===== src/c_subset_tokenizer_assert.svh =====
// Assertion macros shared by the tokenizer modules.
// No dependencies; included by the files that check their own logic.
`ifndef C_SUBSET_TOKENIZER_ASSERT_SVH
`define C_SUBSET_TOKENIZER_ASSERT_SVH

// A condition that holds at every clock edge outside reset.
`define CST_ASSERT_ALWAYS(label, clk, rst, cond, msg) \
  label: assert property (@(posedge clk) disable iff (rst) (cond)) else $error(msg);

// A condition that implies another in the same cycle.
`define CST_ASSERT_IMPLY(label, clk, rst, ante, cons, msg) \
  label: assert property (@(posedge clk) disable iff (rst) (ante) |-> (cons)) else $error(msg);

// A condition that implies another in the next cycle.
`define CST_ASSERT_NEXT(label, clk, rst, ante, cons, msg) \
  label: assert property (@(posedge clk) disable iff (rst) (ante) |=> (cons)) else $error(msg);

`endif


===== src/cst_pkg.sv =====
// Shared constants, tables and small decode functions of the tokenizer.
// No dependencies; used by every module of the block.
package cst_pkg;

  // Token kind codes.
  localparam int KIND_W = 6;
  localparam logic [KIND_W-1:0] KIND_EOF     = 6'd0;
  localparam logic [KIND_W-1:0] KIND_IDENT   = 6'd1;
  localparam logic [KIND_W-1:0] KIND_INT     = 6'd2;
  localparam logic [KIND_W-1:0] KIND_KW0     = 6'd3;
  localparam logic [KIND_W-1:0] KIND_INCR    = 6'd14;
  localparam logic [KIND_W-1:0] KIND_PLUS    = 6'd15;
  localparam logic [KIND_W-1:0] KIND_DECR    = 6'd16;
  localparam logic [KIND_W-1:0] KIND_MINUS   = 6'd17;
  localparam logic [KIND_W-1:0] KIND_STAR    = 6'd18;
  localparam logic [KIND_W-1:0] KIND_SLASH   = 6'd19;
  localparam logic [KIND_W-1:0] KIND_PERCENT = 6'd20;
  localparam logic [KIND_W-1:0] KIND_COMMA   = 6'd21;
  localparam logic [KIND_W-1:0] KIND_SEMI    = 6'd22;
  localparam logic [KIND_W-1:0] KIND_LPAREN  = 6'd23;
  localparam logic [KIND_W-1:0] KIND_RPAREN  = 6'd24;
  localparam logic [KIND_W-1:0] KIND_LBRACE  = 6'd25;
  localparam logic [KIND_W-1:0] KIND_RBRACE  = 6'd26;
  localparam logic [KIND_W-1:0] KIND_LBRACK  = 6'd27;
  localparam logic [KIND_W-1:0] KIND_RBRACK  = 6'd28;
  localparam logic [KIND_W-1:0] KIND_EQEQ    = 6'd29;
  localparam logic [KIND_W-1:0] KIND_ASSIGN  = 6'd30;
  localparam logic [KIND_W-1:0] KIND_GE      = 6'd31;
  localparam logic [KIND_W-1:0] KIND_GT      = 6'd32;
  localparam logic [KIND_W-1:0] KIND_LE      = 6'd33;
  localparam logic [KIND_W-1:0] KIND_LT      = 6'd34;
  localparam logic [KIND_W-1:0] KIND_NE      = 6'd35;
  localparam logic [KIND_W-1:0] KIND_NOT     = 6'd36;
  localparam logic [KIND_W-1:0] KIND_LAND    = 6'd37;
  localparam logic [KIND_W-1:0] KIND_AMP     = 6'd38;
  localparam logic [KIND_W-1:0] KIND_LOR     = 6'd39;
  localparam logic [KIND_W-1:0] KIND_BAR     = 6'd40;
  localparam logic [KIND_W-1:0] KIND_UNKNOWN = 6'd41;

  // Pending token modes; operator modes run from MODE_OP0 upward.
  localparam int MODE_W = 4;
  localparam logic [MODE_W-1:0] MODE_IDLE   = 4'd0;
  localparam logic [MODE_W-1:0] MODE_IDENT  = 4'd1;
  localparam logic [MODE_W-1:0] MODE_NUMBER = 4'd2;
  localparam logic [MODE_W-1:0] MODE_OP0    = 4'd3;

  localparam logic [7:0] CH_NUL     = 8'h00;
  localparam logic [7:0] CH_NEWLINE = 8'h0A;

  // Keyword table, each word right-justified with its first byte highest.
  localparam int NKW = 11;
  localparam logic [47:0] KW_TEXT [NKW] = '{
    48'("int"), 48'("bool"), 48'("void"), 48'("return"), 48'("if"), 48'("else"),
    48'("while"), 48'("for"), 48'("const"), 48'("true"), 48'("false")
  };
  localparam logic [2:0] KW_LEN [NKW] = '{3'd3, 3'd4, 3'd4, 3'd6, 3'd2, 3'd4,
                                          3'd5, 3'd3, 3'd5, 3'd4, 3'd5};

  // Token queue between the lexer and the output stage.
  localparam int Q_DEPTH = 4;
  localparam int Q_PTR_W = $clog2(Q_DEPTH);

  typedef struct packed {
    logic full;
    logic empty;
  } q_status_t;

  typedef struct packed {
    logic       hit;
    logic [2:0] idx;
  } pair_hit_t;

  // Byte i of keyword k; zero past its end.
  function automatic logic [7:0] kw_char(input int k, input logic [2:0] i);
    logic [47:0] w;
    int          sh;
    w  = KW_TEXT[k];
    sh = 8 * (int'(KW_LEN[k]) - 1 - int'(i));
    if (sh < 0) begin
      return 8'h00;
    end
    return w[sh +: 8];
  endfunction

  // Operators that may take a second byte.
  function automatic pair_hit_t pair_lookup(input logic [7:0] c);
    pair_hit_t r;
    r.hit = 1'b1;
    case (c)
      "+":     r.idx = 3'd0;
      "-":     r.idx = 3'd1;
      "=":     r.idx = 3'd2;
      ">":     r.idx = 3'd3;
      "<":     r.idx = 3'd4;
      "!":     r.idx = 3'd5;
      "&":     r.idx = 3'd6;
      "|":     r.idx = 3'd7;
      default: begin
        r.hit = 1'b0;
        r.idx = 3'd0;
      end
    endcase
    return r;
  endfunction

  function automatic logic [7:0] pair_second(input logic [2:0] idx);
    logic [7:0] r;
    case (idx)
      3'd0:    r = "+";
      3'd1:    r = "-";
      3'd6:    r = "&";
      3'd7:    r = "|";
      default: r = "=";
    endcase
    return r;
  endfunction

  function automatic logic [KIND_W-1:0] pair_double(input logic [2:0] idx);
    logic [KIND_W-1:0] r;
    case (idx)
      3'd0:    r = KIND_INCR;
      3'd1:    r = KIND_DECR;
      3'd2:    r = KIND_EQEQ;
      3'd3:    r = KIND_GE;
      3'd4:    r = KIND_LE;
      3'd5:    r = KIND_NE;
      3'd6:    r = KIND_LAND;
      default: r = KIND_LOR;
    endcase
    return r;
  endfunction

  function automatic logic [KIND_W-1:0] pair_single(input logic [2:0] idx);
    logic [KIND_W-1:0] r;
    case (idx)
      3'd0:    r = KIND_PLUS;
      3'd1:    r = KIND_MINUS;
      3'd2:    r = KIND_ASSIGN;
      3'd3:    r = KIND_GT;
      3'd4:    r = KIND_LT;
      3'd5:    r = KIND_NOT;
      3'd6:    r = KIND_AMP;
      default: r = KIND_BAR;
    endcase
    return r;
  endfunction

  // Operators that always stand alone; anything else is unknown.
  function automatic logic [KIND_W-1:0] single_kind(input logic [7:0] c);
    logic [KIND_W-1:0] r;
    case (c)
      "*":     r = KIND_STAR;
      "/":     r = KIND_SLASH;
      "%":     r = KIND_PERCENT;
      ",":     r = KIND_COMMA;
      ";":     r = KIND_SEMI;
      "(":     r = KIND_LPAREN;
      ")":     r = KIND_RPAREN;
      "{":     r = KIND_LBRACE;
      "}":     r = KIND_RBRACE;
      "[":     r = KIND_LBRACK;
      "]":     r = KIND_RBRACK;
      default: r = KIND_UNKNOWN;
    endcase
    return r;
  endfunction

endpackage


===== src/cst_front.sv =====
// Lexer front end: takes one byte per word and builds the bundle of up to
// three tokens it causes. Depends on cst_pkg and the assertion macro header.
`include "c_subset_tokenizer_assert.svh"

module cst_front #(
  parameter int LENGTH_BITS   = 12,
  parameter int POSITION_BITS = 16
) (
  input  logic                  clk,
  input  logic                  rst,
  input  logic                  in_valid,
  input  logic [7:0]            in_ch,
  input  logic                  in_last,
  output logic                  in_ready,
  input  cst_pkg::q_status_t    q_status,
  output logic                  push,
  output logic [2+3*(cst_pkg::KIND_W+LENGTH_BITS+2*POSITION_BITS)-1:0] bundle
);

  typedef struct packed {
    logic [cst_pkg::KIND_W-1:0] kind;
    logic [LENGTH_BITS-1:0]     len;
    logic [POSITION_BITS-1:0]   line;
    logic [POSITION_BITS-1:0]   col;
  } tok_t;

  typedef struct packed {
    logic [1:0]     cnt;
    tok_t [2:0]     tok;
  } bundle_t;

  // Kind of a pending token when it is flushed.
  function automatic logic [cst_pkg::KIND_W-1:0] pending_kind(
    input logic [cst_pkg::MODE_W-1:0] m,
    input logic [cst_pkg::NKW-1:0]    cd,
    input logic [LENGTH_BITS-1:0]     ln
  );
    logic [cst_pkg::KIND_W-1:0] r;
    r = cst_pkg::pair_single(3'(m - cst_pkg::MODE_OP0));
    if (m == cst_pkg::MODE_NUMBER) begin
      r = cst_pkg::KIND_INT;
    end else if (m == cst_pkg::MODE_IDENT) begin
      r = cst_pkg::KIND_IDENT;
      for (int k = 0; k < cst_pkg::NKW; k++) begin
        if (cd[k] && ln == LENGTH_BITS'(cst_pkg::KW_LEN[k])) begin
          r = cst_pkg::KIND_KW0 + cst_pkg::KIND_W'(k);
        end
      end
    end
    return r;
  endfunction

  // Lexer state.
  logic [cst_pkg::MODE_W-1:0] mode;
  logic [cst_pkg::NKW-1:0]    cand;
  logic [LENGTH_BITS-1:0]     plen;
  logic [POSITION_BITS-1:0]   line;
  logic [POSITION_BITS-1:0]   col;
  logic                       ended;

  logic                       accept;
  logic                       is_alpha, is_digit, is_space, id_start, id_cont;
  cst_pkg::pair_hit_t         ph;
  logic                       is_op, cont, dbl, nul, fresh;
  logic                       start_ident, start_num, start_op, single_tok;
  logic [2:0]                 op_idx;
  logic [cst_pkg::NKW-1:0]    base_cand, cand_n;
  logic [LENGTH_BITS-1:0]     base_len, len_inc;
  logic [cst_pkg::MODE_W-1:0] mode_next;
  logic [cst_pkg::NKW-1:0]    cand_next;
  logic [LENGTH_BITS-1:0]     plen_next;
  logic [POSITION_BITS-1:0]   line_next, col_next;
  tok_t                       t [4];
  logic [3:0]                 v;
  bundle_t                    b;

  assign in_ready = !q_status.full;
  assign accept   = in_valid && in_ready;

  // Byte classes.
  always_comb begin
    is_alpha = (in_ch >= "a" && in_ch <= "z") || (in_ch >= "A" && in_ch <= "Z");
    is_digit = in_ch >= "0" && in_ch <= "9";
    is_space = in_ch == " " || (in_ch >= 8'd9 && in_ch <= 8'd13);
    id_start = is_alpha || in_ch == "_";
    id_cont  = id_start || is_digit;
    ph       = cst_pkg::pair_lookup(in_ch);
  end

  // What the byte does to the pending token.
  always_comb begin
    is_op       = mode >= cst_pkg::MODE_OP0;
    op_idx      = 3'(mode - cst_pkg::MODE_OP0);
    cont        = (mode == cst_pkg::MODE_IDENT && id_cont) ||
                  (mode == cst_pkg::MODE_NUMBER && is_digit);
    dbl         = is_op && in_ch == cst_pkg::pair_second(op_idx);
    nul         = !cont && !dbl && in_ch == cst_pkg::CH_NUL;
    fresh       = !cont && !dbl && !nul;
    start_ident = fresh && id_start;
    start_num   = fresh && is_digit;
    start_op    = fresh && ph.hit;
    single_tok  = fresh && !is_space && !id_start && !is_digit && !ph.hit;
  end

  // Keyword narrowing and length count for an appended byte.
  always_comb begin
    base_cand = cont ? cand : '1;
    base_len  = cont ? plen : '0;
    for (int k = 0; k < cst_pkg::NKW; k++) begin
      cand_n[k] = base_cand[k] && (base_len < LENGTH_BITS'(cst_pkg::KW_LEN[k])) &&
                  (cst_pkg::kw_char(k, base_len[2:0]) == in_ch);
    end
    len_inc = (base_len == '1) ? base_len : base_len + LENGTH_BITS'(1);
  end

  // Pending token after the byte.
  always_comb begin
    mode_next = cst_pkg::MODE_IDLE;
    cand_next = '1;
    plen_next = '0;
    if (cont) begin
      mode_next = mode;
      cand_next = cand_n;
      plen_next = len_inc;
    end else if (start_ident || start_num) begin
      mode_next = start_ident ? cst_pkg::MODE_IDENT : cst_pkg::MODE_NUMBER;
      cand_next = cand_n;
      plen_next = len_inc;
    end else if (start_op) begin
      mode_next = cst_pkg::MODE_OP0 + {1'b0, ph.idx};
      plen_next = LENGTH_BITS'(1);
    end
  end

  // Position after the byte, saturating.
  always_comb begin
    line_next = line;
    col_next  = (col == '1) ? col : col + POSITION_BITS'(1);
    if (in_ch == cst_pkg::CH_NEWLINE) begin
      line_next = (line == '1) ? line : line + POSITION_BITS'(1);
      col_next  = POSITION_BITS'(1);
    end
  end

  // Candidate tokens in emission order: old flush, byte's own, new flush, EOF.
  always_comb begin
    t[0].kind = pending_kind(mode, cand, plen);
    t[0].len  = plen;
    t[0].line = line;
    t[0].col  = col;

    t[1].kind = dbl ? cst_pkg::pair_double(op_idx) :
                nul ? cst_pkg::KIND_EOF : cst_pkg::single_kind(in_ch);
    t[1].len  = dbl ? LENGTH_BITS'(2) : (nul ? '0 : LENGTH_BITS'(1));
    t[1].line = nul ? line : line_next;
    t[1].col  = nul ? col : col_next;

    t[2].kind = pending_kind(mode_next, cand_next, plen_next);
    t[2].len  = plen_next;
    t[2].line = line_next;
    t[2].col  = col_next;

    t[3].kind = cst_pkg::KIND_EOF;
    t[3].len  = '0;
    t[3].line = line_next;
    t[3].col  = col_next;

    v[0] = !ended && mode != cst_pkg::MODE_IDLE && !cont && !dbl;
    v[1] = !ended && (dbl || single_tok || nul);
    v[2] = !ended && in_last && !nul && mode_next != cst_pkg::MODE_IDLE;
    v[3] = !ended && in_last && !nul;
  end

  // Pack the valid tokens into consecutive slots.
  always_comb begin
    b.cnt = 2'd0;
    b.tok = '0;
    for (int i = 0; i < 4; i++) begin
      if (v[i]) begin
        case (b.cnt)
          2'd0:    b.tok[0] = t[i];
          2'd1:    b.tok[1] = t[i];
          2'd2:    b.tok[2] = t[i];
          default: b.tok[0] = b.tok[0];
        endcase
        b.cnt = b.cnt + 2'd1;
      end
    end
  end

  assign bundle = b;
  assign push   = accept && b.cnt != 2'd0;

  // State update on each accepted word.
  always_ff @(posedge clk) begin
    if (rst) begin
      mode  <= cst_pkg::MODE_IDLE;
      cand  <= '1;
      plen  <= '0;
      line  <= POSITION_BITS'(1);
      col   <= POSITION_BITS'(1);
      ended <= 1'b0;
    end else if (accept) begin
      if (ended) begin
        if (in_last) begin
          ended <= 1'b0;
        end
      end else if (nul || in_last) begin
        mode  <= cst_pkg::MODE_IDLE;
        cand  <= '1;
        plen  <= '0;
        line  <= POSITION_BITS'(1);
        col   <= POSITION_BITS'(1);
        ended <= !in_last;
      end else begin
        mode  <= mode_next;
        cand  <= cand_next;
        plen  <= plen_next;
        line  <= line_next;
        col   <= col_next;
      end
    end
  end

  // A last byte always leaves the lexer fresh.
  `CST_ASSERT_NEXT(a_last_resets, clk, rst, accept && in_last, mode == cst_pkg::MODE_IDLE && line == POSITION_BITS'(1) && col == POSITION_BITS'(1) && !ended, "lexer state not reset after last byte")
  // While the rest of a source is dropped, the lexer holds its reset state.
  `CST_ASSERT_IMPLY(a_ended_clean, clk, rst, ended, mode == cst_pkg::MODE_IDLE && line == POSITION_BITS'(1) && col == POSITION_BITS'(1), "dropped source left lexer state")
  // A NUL that is not last starts dropping the source.
  `CST_ASSERT_NEXT(a_nul_ends, clk, rst, accept && !ended && in_ch == cst_pkg::CH_NUL && !in_last, ended, "NUL byte did not end the source")

endmodule


===== src/cst_queue.sv =====
// Short queue of token bundles between the lexer and the output stage.
// Depends on cst_pkg and the assertion macro header.
`include "c_subset_tokenizer_assert.svh"

module cst_queue #(
  parameter int WIDTH = 8
) (
  input  logic               clk,
  input  logic               rst,
  input  logic               push,
  input  logic [WIDTH-1:0]   wdata,
  input  logic               pop,
  output logic [WIDTH-1:0]   rdata,
  output cst_pkg::q_status_t status
);

  logic [WIDTH-1:0]           mem [cst_pkg::Q_DEPTH];
  logic [cst_pkg::Q_PTR_W-1:0] wr_ptr, rd_ptr;
  logic [cst_pkg::Q_PTR_W:0]   count;

  assign status.full  = count == (cst_pkg::Q_PTR_W+1)'(cst_pkg::Q_DEPTH);
  assign status.empty = count == '0;
  assign rdata        = mem[rd_ptr];

  // Storage.
  always_ff @(posedge clk) begin
    if (push) begin
      mem[wr_ptr] <= wdata;
    end
  end

  // Pointers and fill level.
  always_ff @(posedge clk) begin
    if (rst) begin
      wr_ptr <= '0;
      rd_ptr <= '0;
      count  <= '0;
    end else begin
      if (push) begin
        wr_ptr <= wr_ptr + cst_pkg::Q_PTR_W'(1);
      end
      if (pop) begin
        rd_ptr <= rd_ptr + cst_pkg::Q_PTR_W'(1);
      end
      if (push && !pop) begin
        count <= count + (cst_pkg::Q_PTR_W+1)'(1);
      end else if (pop && !push) begin
        count <= count - (cst_pkg::Q_PTR_W+1)'(1);
      end
    end
  end

  `CST_ASSERT_ALWAYS(a_no_overflow, clk, rst, !(push && status.full), "push into a full queue")
  `CST_ASSERT_ALWAYS(a_no_underflow, clk, rst, !(pop && status.empty), "pop from an empty queue")
  `CST_ASSERT_NEXT(a_count_up, clk, rst, push && !pop, count == $past(count) + (cst_pkg::Q_PTR_W+1)'(1), "fill level did not rise on push")

endmodule


===== src/cst_back.sv =====
// Output stage: walks the tokens of the head bundle into a registered stream
// output, one word per cycle unless the output stalls. Depends on cst_pkg.
module cst_back #(
  parameter int LENGTH_BITS   = 12,
  parameter int POSITION_BITS = 16
) (
  input  logic                clk,
  input  logic                rst,
  input  cst_pkg::q_status_t  q_status,
  input  logic [2+3*(cst_pkg::KIND_W+LENGTH_BITS+2*POSITION_BITS)-1:0] head,
  output logic                pop,
  output logic                out_valid,
  input  logic                out_ready,
  output logic [((cst_pkg::KIND_W+LENGTH_BITS+2*POSITION_BITS+7)/8)*8-1:0] out_data,
  output logic                out_last
);

  localparam int TOK_W  = cst_pkg::KIND_W + LENGTH_BITS + 2 * POSITION_BITS;
  localparam int DATA_W = ((TOK_W + 7) / 8) * 8;

  typedef struct packed {
    logic [cst_pkg::KIND_W-1:0] kind;
    logic [LENGTH_BITS-1:0]     len;
    logic [POSITION_BITS-1:0]   line;
    logic [POSITION_BITS-1:0]   col;
  } tok_t;

  typedef struct packed {
    logic [1:0] cnt;
    tok_t [2:0] tok;
  } bundle_t;

  bundle_t    h;
  tok_t       cur;
  logic [1:0] idx;
  logic       load, at_end;

  assign h      = head;
  assign load   = (!out_valid || out_ready) && !q_status.empty;
  assign at_end = idx == h.cnt - 2'd1;
  assign pop    = load && at_end;

  // Token at the walk index.
  always_comb begin
    case (idx)
      2'd1:    cur = h.tok[1];
      2'd2:    cur = h.tok[2];
      default: cur = h.tok[0];
    endcase
  end

  // Walk index and output valid.
  always_ff @(posedge clk) begin
    if (rst) begin
      idx       <= 2'd0;
      out_valid <= 1'b0;
    end else if (load) begin
      idx       <= at_end ? 2'd0 : idx + 2'd1;
      out_valid <= 1'b1;
    end else if (out_ready) begin
      out_valid <= 1'b0;
    end
  end

  // Output word: col, line, length, kind from the top down.
  always_ff @(posedge clk) begin
    if (load) begin
      out_data <= DATA_W'({cur.col, cur.line, cur.len, cur.kind});
      out_last <= at_end;
    end
  end

endmodule


===== src/c_subset_tokenizer.sv =====
// Top level of the streaming tokenizer for a small C-like language.
// Depends on cst_pkg, cst_front, cst_queue and cst_back.
//
//  channel  | direction | word contents
//  s_axis   | in        | tdata[7:0] ch; tlast = last byte of the source
//  m_axis   | out       | tdata kind, length, line, column; tlast = end_of_run
//
// One byte is accepted per cycle whenever the token queue has room.
// Each token is sent as its own output word, and a byte may cause up to
// three tokens. A token passes through the bundle queue and the registered
// output stage on its way to m_axis.
// The four-entry bundle queue absorbs output stalls; s_axis_tready drops
// only when it is full. Reset is synchronous and clears all lexer state.
module c_subset_tokenizer #(
  parameter int LENGTH_BITS   = 12,
  parameter int POSITION_BITS = 16
) (
  input  logic clk,
  input  logic rst,
  input  logic s_axis_tvalid,
  output logic s_axis_tready,
  input  logic [7:0] s_axis_tdata,  // [7:0] ch
  input  logic s_axis_tlast,
  output logic m_axis_tvalid,
  input  logic m_axis_tready,
  // token_kind, token_length, line_number, column_number from bit 0 up
  output logic [((cst_pkg::KIND_W+LENGTH_BITS+2*POSITION_BITS+7)/8)*8-1:0] m_axis_tdata,
  output logic m_axis_tlast
);

  localparam int BUNDLE_W = 2 + 3 * (cst_pkg::KIND_W + LENGTH_BITS + 2 * POSITION_BITS);

  cst_pkg::q_status_t  q_status;
  logic                push, pop;
  logic [BUNDLE_W-1:0] wbundle, rbundle;

  // Lexer front end.
  cst_front #(
    .LENGTH_BITS  (LENGTH_BITS),
    .POSITION_BITS(POSITION_BITS)
  ) u_front (
    .clk      (clk),
    .rst      (rst),
    .in_valid (s_axis_tvalid),
    .in_ch    (s_axis_tdata),
    .in_last  (s_axis_tlast),
    .in_ready (s_axis_tready),
    .q_status (q_status),
    .push     (push),
    .bundle   (wbundle)
  );

  // Bundle queue.
  cst_queue #(
    .WIDTH(BUNDLE_W)
  ) u_queue (
    .clk    (clk),
    .rst    (rst),
    .push   (push),
    .wdata  (wbundle),
    .pop    (pop),
    .rdata  (rbundle),
    .status (q_status)
  );

  // Output stage.
  cst_back #(
    .LENGTH_BITS  (LENGTH_BITS),
    .POSITION_BITS(POSITION_BITS)
  ) u_back (
    .clk       (clk),
    .rst       (rst),
    .q_status  (q_status),
    .head      (rbundle),
    .pop       (pop),
    .out_valid (m_axis_tvalid),
    .out_ready (m_axis_tready),
    .out_data  (m_axis_tdata),
    .out_last  (m_axis_tlast)
  );

endmodule

===== config.mk =====
export PLATFORM = sky130hd
export DESIGN_NAME = c_subset_tokenizer
export DESIGN_NICKNAME = d
export VERILOG_FILES = /design/src/cst_pkg.sv /design/src/cst_front.sv /design/src/cst_queue.sv /design/src/cst_back.sv /design/src/c_subset_tokenizer.sv
export VERILOG_INCLUDE_DIRS = /design/src /design/src/src
export SDC_FILE = /design/constraint.sdc
export NUM_CORES = 1
export LEC_CHECK = 0
export BUFFER_PORTS_ARGS = -buffer_cell sky130_fd_sc_hd__buf_2
export CAP_MARGIN = 20
export CELL_PAD_IN_SITES_DETAIL_PLACEMENT = 1
export CELL_PAD_IN_SITES_GLOBAL_PLACEMENT = 2
export CORE_MARGIN = 1
export CORE_UTILIZATION = 41
export DETAILED_ROUTE_END_ITERATION = 10
export PLACE_DENSITY_LB_ADDON = 0.1
export SLEW_MARGIN = 20
export SYNTH_ARGS = -nofsm -noshare
export SYNTH_HDL_FRONTEND = slang
export SYNTH_HIERARCHICAL = 1
export SYNTH_SLANG_ARGS = --single-unit
export TNS_END_PERCENT = 20

===== constraint.sdc =====
create_clock -name clk -period 7.8 [get_ports clk]
set_input_delay 0.78 -clock clk [delete_from_list [all_inputs] [get_ports clk]]
set_output_delay 0.78 -clock clk [all_outputs]
set_load 0.005 [all_outputs]

# Word-level counts from Yosys, hierarchy flattened
# Memory sizes are Yosys's and may differ from the RTL's. A register that Yosys moved wholly into a read port is not among the register bits.
# Index checks and enable logic that the tools add are counted.
# classes
addsub,20
order_cmp,19
eq_ne,74
n_shift,11
muxes,108
n_bitwise,1
reduce_logical,112
# ops
operator,count
$shiftx 48x32->8 const A,11
$mux 50,10
$mux 152,3
$lt 32x1->1 const B,5
$mux 16,8
$mux 8,16
$pmux 6 s7,3
$eq 8x6->1 const B,15
$pmux 50 s2,1
$eq 8x8->1,11
$logic_and 1x1->1,74
$eq 12x3->1 const B,6
$mux 12,6
$pmux 6 s11,1
$mux 4,16
$eq 12x2->1 const B,4
$eq 8x7->1 const B,6
$mux 11,4
$lt 12x3->1 const B,3
$mux 6,6
$add 16x1->16 const B,2
$eq 16x16->1 const B,2
$mux 3,10
$pmux 7 s4,1
45 further kinds,121
# word_totals
reg_bits,121
mem_bits_rw,608
inputBits,13
out_inout_bits,59
wordCells,359
n_memories,1
# memory_table
memory,depth,word_bits,read_ports,rd_clocked_by_memory_dff,wr,line_no,source
u_queue.mem,4,152,1,1,1,cst_queue.sv:17,logic [WIDTH-1:0] mem [cst_pkg::Q_DEPTH];

# Logic depth before layout (Yosys ltp)
# logic_depth
depth_word,42
mapped_depth,23
ltp_nobuf,21

# By module
# Netlist, hierarchy kept.
# modules_own_cells
mod,instances,cells_per_inst,area_per_inst_um2,seq_area_each_um2
cst_queue,1,838,22333.9,18437.7
cst_front,1,1283,8236.6,1201.2
cst_back,1,252,2686.3,1591.5

# Least setup slack after synthesis
# Ideal clock, no wire load.
# synth_timing
kind,input to register
startpoint,in s_axis_tdata[6]
endpoint,"mem u_queue/mem[0][0] (netlist name), enable pin"
setup_ps,529
arrival_ps,7812
required_ps,7271
slack_ps,-541
path_stages,16
n_path_buf,1
cell_sequence,clkbuf_1 or4b_1 a2111oi_2 a21oi_1 ha_1 or3_1 a21oi_1 o211ai_2 a31oi_4 nand2_1 o21ai_0 ha_1 a21oi_1 nor2_1 nor2_1 and2_1
# synth_between
elab_chain_cells,28
word_cells_on_any_way,77
classes_between,4 x add/sub; 8 x order compare; 11 x eq/ne; 12 x mux; 42 x reduce/logical
# synth_lines
element,line_no,source
from (decl),c_subset_tokenizer.sv:22,"input logic [7:0] s_axis_tdata,"
$ge 8x7->1 or $le 8x7->1 (tied branches),cst_front.sv:82,"is_alpha = (in_ch >= ""a"" && in_ch <= ""z"") || (in_ch >= ""A"" && in_ch <= ""Z"");"
$logic_and 1x1->1,cst_front.sv:82,
$logic_or 1x1->1,cst_front.sv:82,
$logic_or 1x1->1,cst_front.sv:85,"id_start = is_alpha || in_ch == ""_"";"
$logic_or 1x1->1,cst_front.sv:86,id_cont = id_start || is_digit;
$logic_and 1x1->1,cst_front.sv:94,cont = (mode == cst_pkg::MODE_IDENT && id_cont) ||
$logic_or 1x1->1,cst_front.sv:94,
$logic_not 1->1,"cst_front.sv:97, cst_front.sv:98, cst_front.sv:168",
(+14 left out),--,
$add 2x1->2,cst_front.sv:186,b.cnt = b.cnt + 2'd1;
$mux 152 (*),cst_front.sv:179,if (v[i]) begin
via wbundle[151],c_subset_tokenizer.sv:35,"logic [BUNDLE_W-1:0] wbundle, rbundle;"
$reduce_bool 2->1 (*),cst_front.sv:192,assign push = accept && b.cnt != 2'd0;
$logic_and 1x1->1 (*),cst_front.sv:192,
via push,c_subset_tokenizer.sv:34,"logic push, pop;"
$mux 1 (*),cst_queue.sv:27,if (push) begin
$mux 1 (not written as such) (*),cst_queue.sv:28,mem[wr_ptr] <= wdata;
to (decl),cst_queue.sv:17,
# Mark *: on every way through the listed nets, which the timed path passes. The rest lies on a longest branch.

# Worst setup path after layout
# layout_timing
startpoint,in s_axis_tdata[3]
endpoint,"mem u_queue/mem[3][93] (netlist name), enable pin"
# The elaborated chain is that of the path after synthesis.

==> summary.md <==
| Metric | Value |
|---|---|
| Status | finished clean |
| Nets | between 2000 and 2500 |
| I/O Pins | between 70 and 80 |
| Crit path capture type | flop |
| CTS HTree Levels | 3 |
| Clk_lat worst skew | ~0.65 ns |
| Reg-to-reg critical path startpoint | u_front/mode[1] |
| Post-synth top area cell | edfxtp_1 |
| Largest cells by area after synthesis | edfxtp_1, mux4_2, dfxtp_1 |
| Distinct cells, synth | 97 |
| Max-cap violations | 0 |
| CTS Buf Count | 81 |
| Max VDD drop | 0.000182 V |
| Synthesized area | 33300 µm² |
| Clock sink count | 731 |
| Final Skew | 0.0371 ns |
| Vias per cell | ~5.9 |
| Reg clk slew, reported paths | about 0.060 ns |
| Global-route wire length before repair | approximately 140000 µm |
| Largest net degree at the start of global routing | 74 |
| Register bit count reported by yosys | between 700 and 800 |
| Placer congestion estimate | around 0.85 |
| RSZ-0062 raised after global routing | no |
| I/O Buffers | 65 |
| Die width | approximately 290 µm |
| Clock power frac | around 34% |
| GRT overflow | 0 |
| Post-route clock period utilization | between 80% and 90% |
| DRC | 0 |
| Postcts setup bufs | 0 |
| Die Y | 287 µm |
| Setup WS pre-CTS | 0.905 ns |
| Hold Crit Depth | 2 |
| Longest Clk Path Bufs | 3 |
| Final hold violations | 0 |
| P&R area growth vs syn | 12.6% |
| Via count | 20800 |
| Fin cells | ~3500 |
| Core Box Area | just over 80000 µm² |
| Initial antenna violation count | 0 |
| Asr flop ratio synth | 0% |
| DRT Pass-1 Iters | 5 |
| Die area | between 80000 and 90000 µm² |
| Synth top area share | 59.5% |
| Sequential fraction of design power | 44.5% |
| Pint | slightly above 8 mW |
| Setup crit start kind | primary input |
| Worst EP required | just over 8 ns |
| Final setup TNS | 0 ns |
| Post-synthesis instance total | 2373 |
| Most frequent cells in the layout | edfxtp_1, nor2_1, nand2_1 |
| Worst min path class | reg2reg |
| Sequential cell area fraction in the yosys report | between 60% and 70% |
| Share of cells above drive strength 1 | 18.6% |
| Fin. max-slew vios | 0 |
| WL final | around 92000 µm |
| Final Util | roughly 47% |
| P per Cell Area | slightly above 300 nW/µm² |
| Synth warn | 6 |
| CP Max Fanout | 45 |
| Fmax | 0.159 GHz |
| Total GRT Usage | between 20% and 30% |
| R2R Setup Slk | 1.64 ns |
| Final min period | ~6.3 ns |
| Ant diodes | 0 |
| HPWL Detailed | about 58000 µm |
| Pleak | roughly 12 nW |
| Most common cell after layout, fill and taps aside | edfxtp_1 |
| EDFF count, synth | 659 |
| Hold-fix buffers at CTS | 0 |
| Final WS setup | about 1.5 ns |
| Inst Count DP | roughly 3400 |
| CTS tree | built |
| Top FF cell, synth | edfxtp_1 |
| Post-cts resize count | 0 |
| Initial DRC count | 1279 |
| Slew @ Worst Pin | ~1.1 ns |
| Average size of a mapped cell | ~14 µm² |
| Logic pwr share | about a fifth |
| Rows | approximately 100 |
| Sw frac | roughly 28% |
| Min-Delay Endpoint | u_queue/count[2] |
| Antenna-violating nets left | 0 |
| Max-slew headroom | 29.0% |
| Initial Utilization | 41.4% |
| Critical path class | in2reg |
| Worst reg2reg path depth | 15 |
| CP arrival | about 6.6 ns |
| WL/cell | 26.2 µm |
| Psw | around 3.2 mW |
| Hold path startpoint | u_queue/count[2] |
| Vias in the first global route | 22000 |
| End of the worst register-to-register path | u_queue/mem[3][93] |
| Total power | 11.4 mW |
| Root buffer cell | clkbuf_16 |
| Final-report setup violation count | 0 |
worst max path at each step:
stage / from / to / slack, ns / depth (start not counted)
final: s_axis_tdata[3] / u_queue/mem[3][93] / 1.53 / 16
after global routing: s_axis_tdata[3] / u_queue/mem[0][21] / 1.01 / 19
after CTS: s_axis_tdata[3] / u_queue/mem[2][97] / 1.56 / 16
after detailed placement: s_axis_tdata[3] / u_queue/mem[2][141] / 0.91 / 16
after global placement: s_axis_tdata[1] / u_queue/mem[3][141] / 1.03 / 17
after floorplan: s_axis_tdata[6] / u_queue/mem[2][0] / -0.54 / 16
metrics by stage:
step           instance area, µm²  hold WS, ns
2_1_floorplan               33300        0.466
3_3_place_gp                34700        0.502
3_5_place_dp                34700        0.502
4_1_cts                     37400        0.491
5_1_grt                     37400        0.536
6_report                    37400        0.513
power groups by stage:
stage | Combinational [mW] | Clock [mW] | Sequential, mW
global placement | 2.45 | 0 | 5.12
floorplan | 1.66 | 0 | 5.09
finish | 2.40 | 3.91 | 5.05
detailed placement | 2.46 | 0 | 5.15
global route | 2.62 | 4.13 | 5.11
CTS | 2.48 | 4.01 | 5.07
metal layers:
metal / global-route usage (%) / routed length (µm)
met1: 29.8 / 40800
met2: 39.4 / 46500
met3: 2.55 / 2820
met4: 6.25 / 2100
met5: 0 / 0
critical path, stage by stage:
cell and delay, ns:
buf_2 0.50, nand2_1 0.28, or3_1 0.41, a221oi_1 0.49, nand3_1 0.40, nand2_1 0.29, or2_2 0.30, inv_1 0.18
ha_1 0.40, xor2_1 0.20, ha_1 0.31, a21oi_1 0.36, nor2_1 0.08, nor2_1 0.45, and2_4 0.67, buf_12 0.35
state kept, by name, indices dropped and copies added, names as in the netlist, 2 cells and up, named ones only:
name / cells
u_queue/count: 3
u_back/idx: 2
u_front/cand: 11
u_front/col: 16
u_front/line: 16
u_queue/mem: 608
u_front/mode: 4
u_back/out_data: 50
u_queue/rd_ptr: 2
u_front/plen: 12
u_queue/wr_ptr: 2
cell families (layout without fill, tap and decap cells):
group / count (synthesis) / after routing / share of synthesized area, %
flops: 731 / 731 / 63.8
simple gates: 681 / 681 / 9.76
compound gates: 497 / 497 / 10.1
buf+inv: 213 / 300 / 2.95
mux: 174 / 174 / 11.0
xor+xnor: 45 / 45 / 1.19
fa+ha+maj: 31 / 31 / 1.18
other cells: 1 / 6 / 0.0113
cells in the mapped netlist (14+ instances only):
library cell and instances:
dfxtp_1 72, nor2b_1 19, o22ai_1 22, clkbuf_1 106, nand2_1 183, buf_6 14, a211oi_1 15, nor2_1 228
xnor2_1 23, nand3_1 51, buf_2 39, nor3_1 44, a22o_1 18, xor2_1 22, o21ai_0 126, mux2i_1 15
o31ai_1 14, a21oi_1 74, nand2b_1 23, edfxtp_1 659, mux4_2 152, a31oi_1 21, or3_1 17, nand4_1 17
or2_2 14, ha_1 29, a22oi_1 75, o21ai_1 15, inv_1 32
final cells by class:
type,count,area (µm²)
multi-input combinational,1434,11100
timing repair buffer,117,866
sequential,731,21200
clock inverter,45,581
tap,1060,1330
clock buffer,103,2180
inverter,35,131
fill,7930,43000
Note: power is estimated with default switching activity, not from simulation.
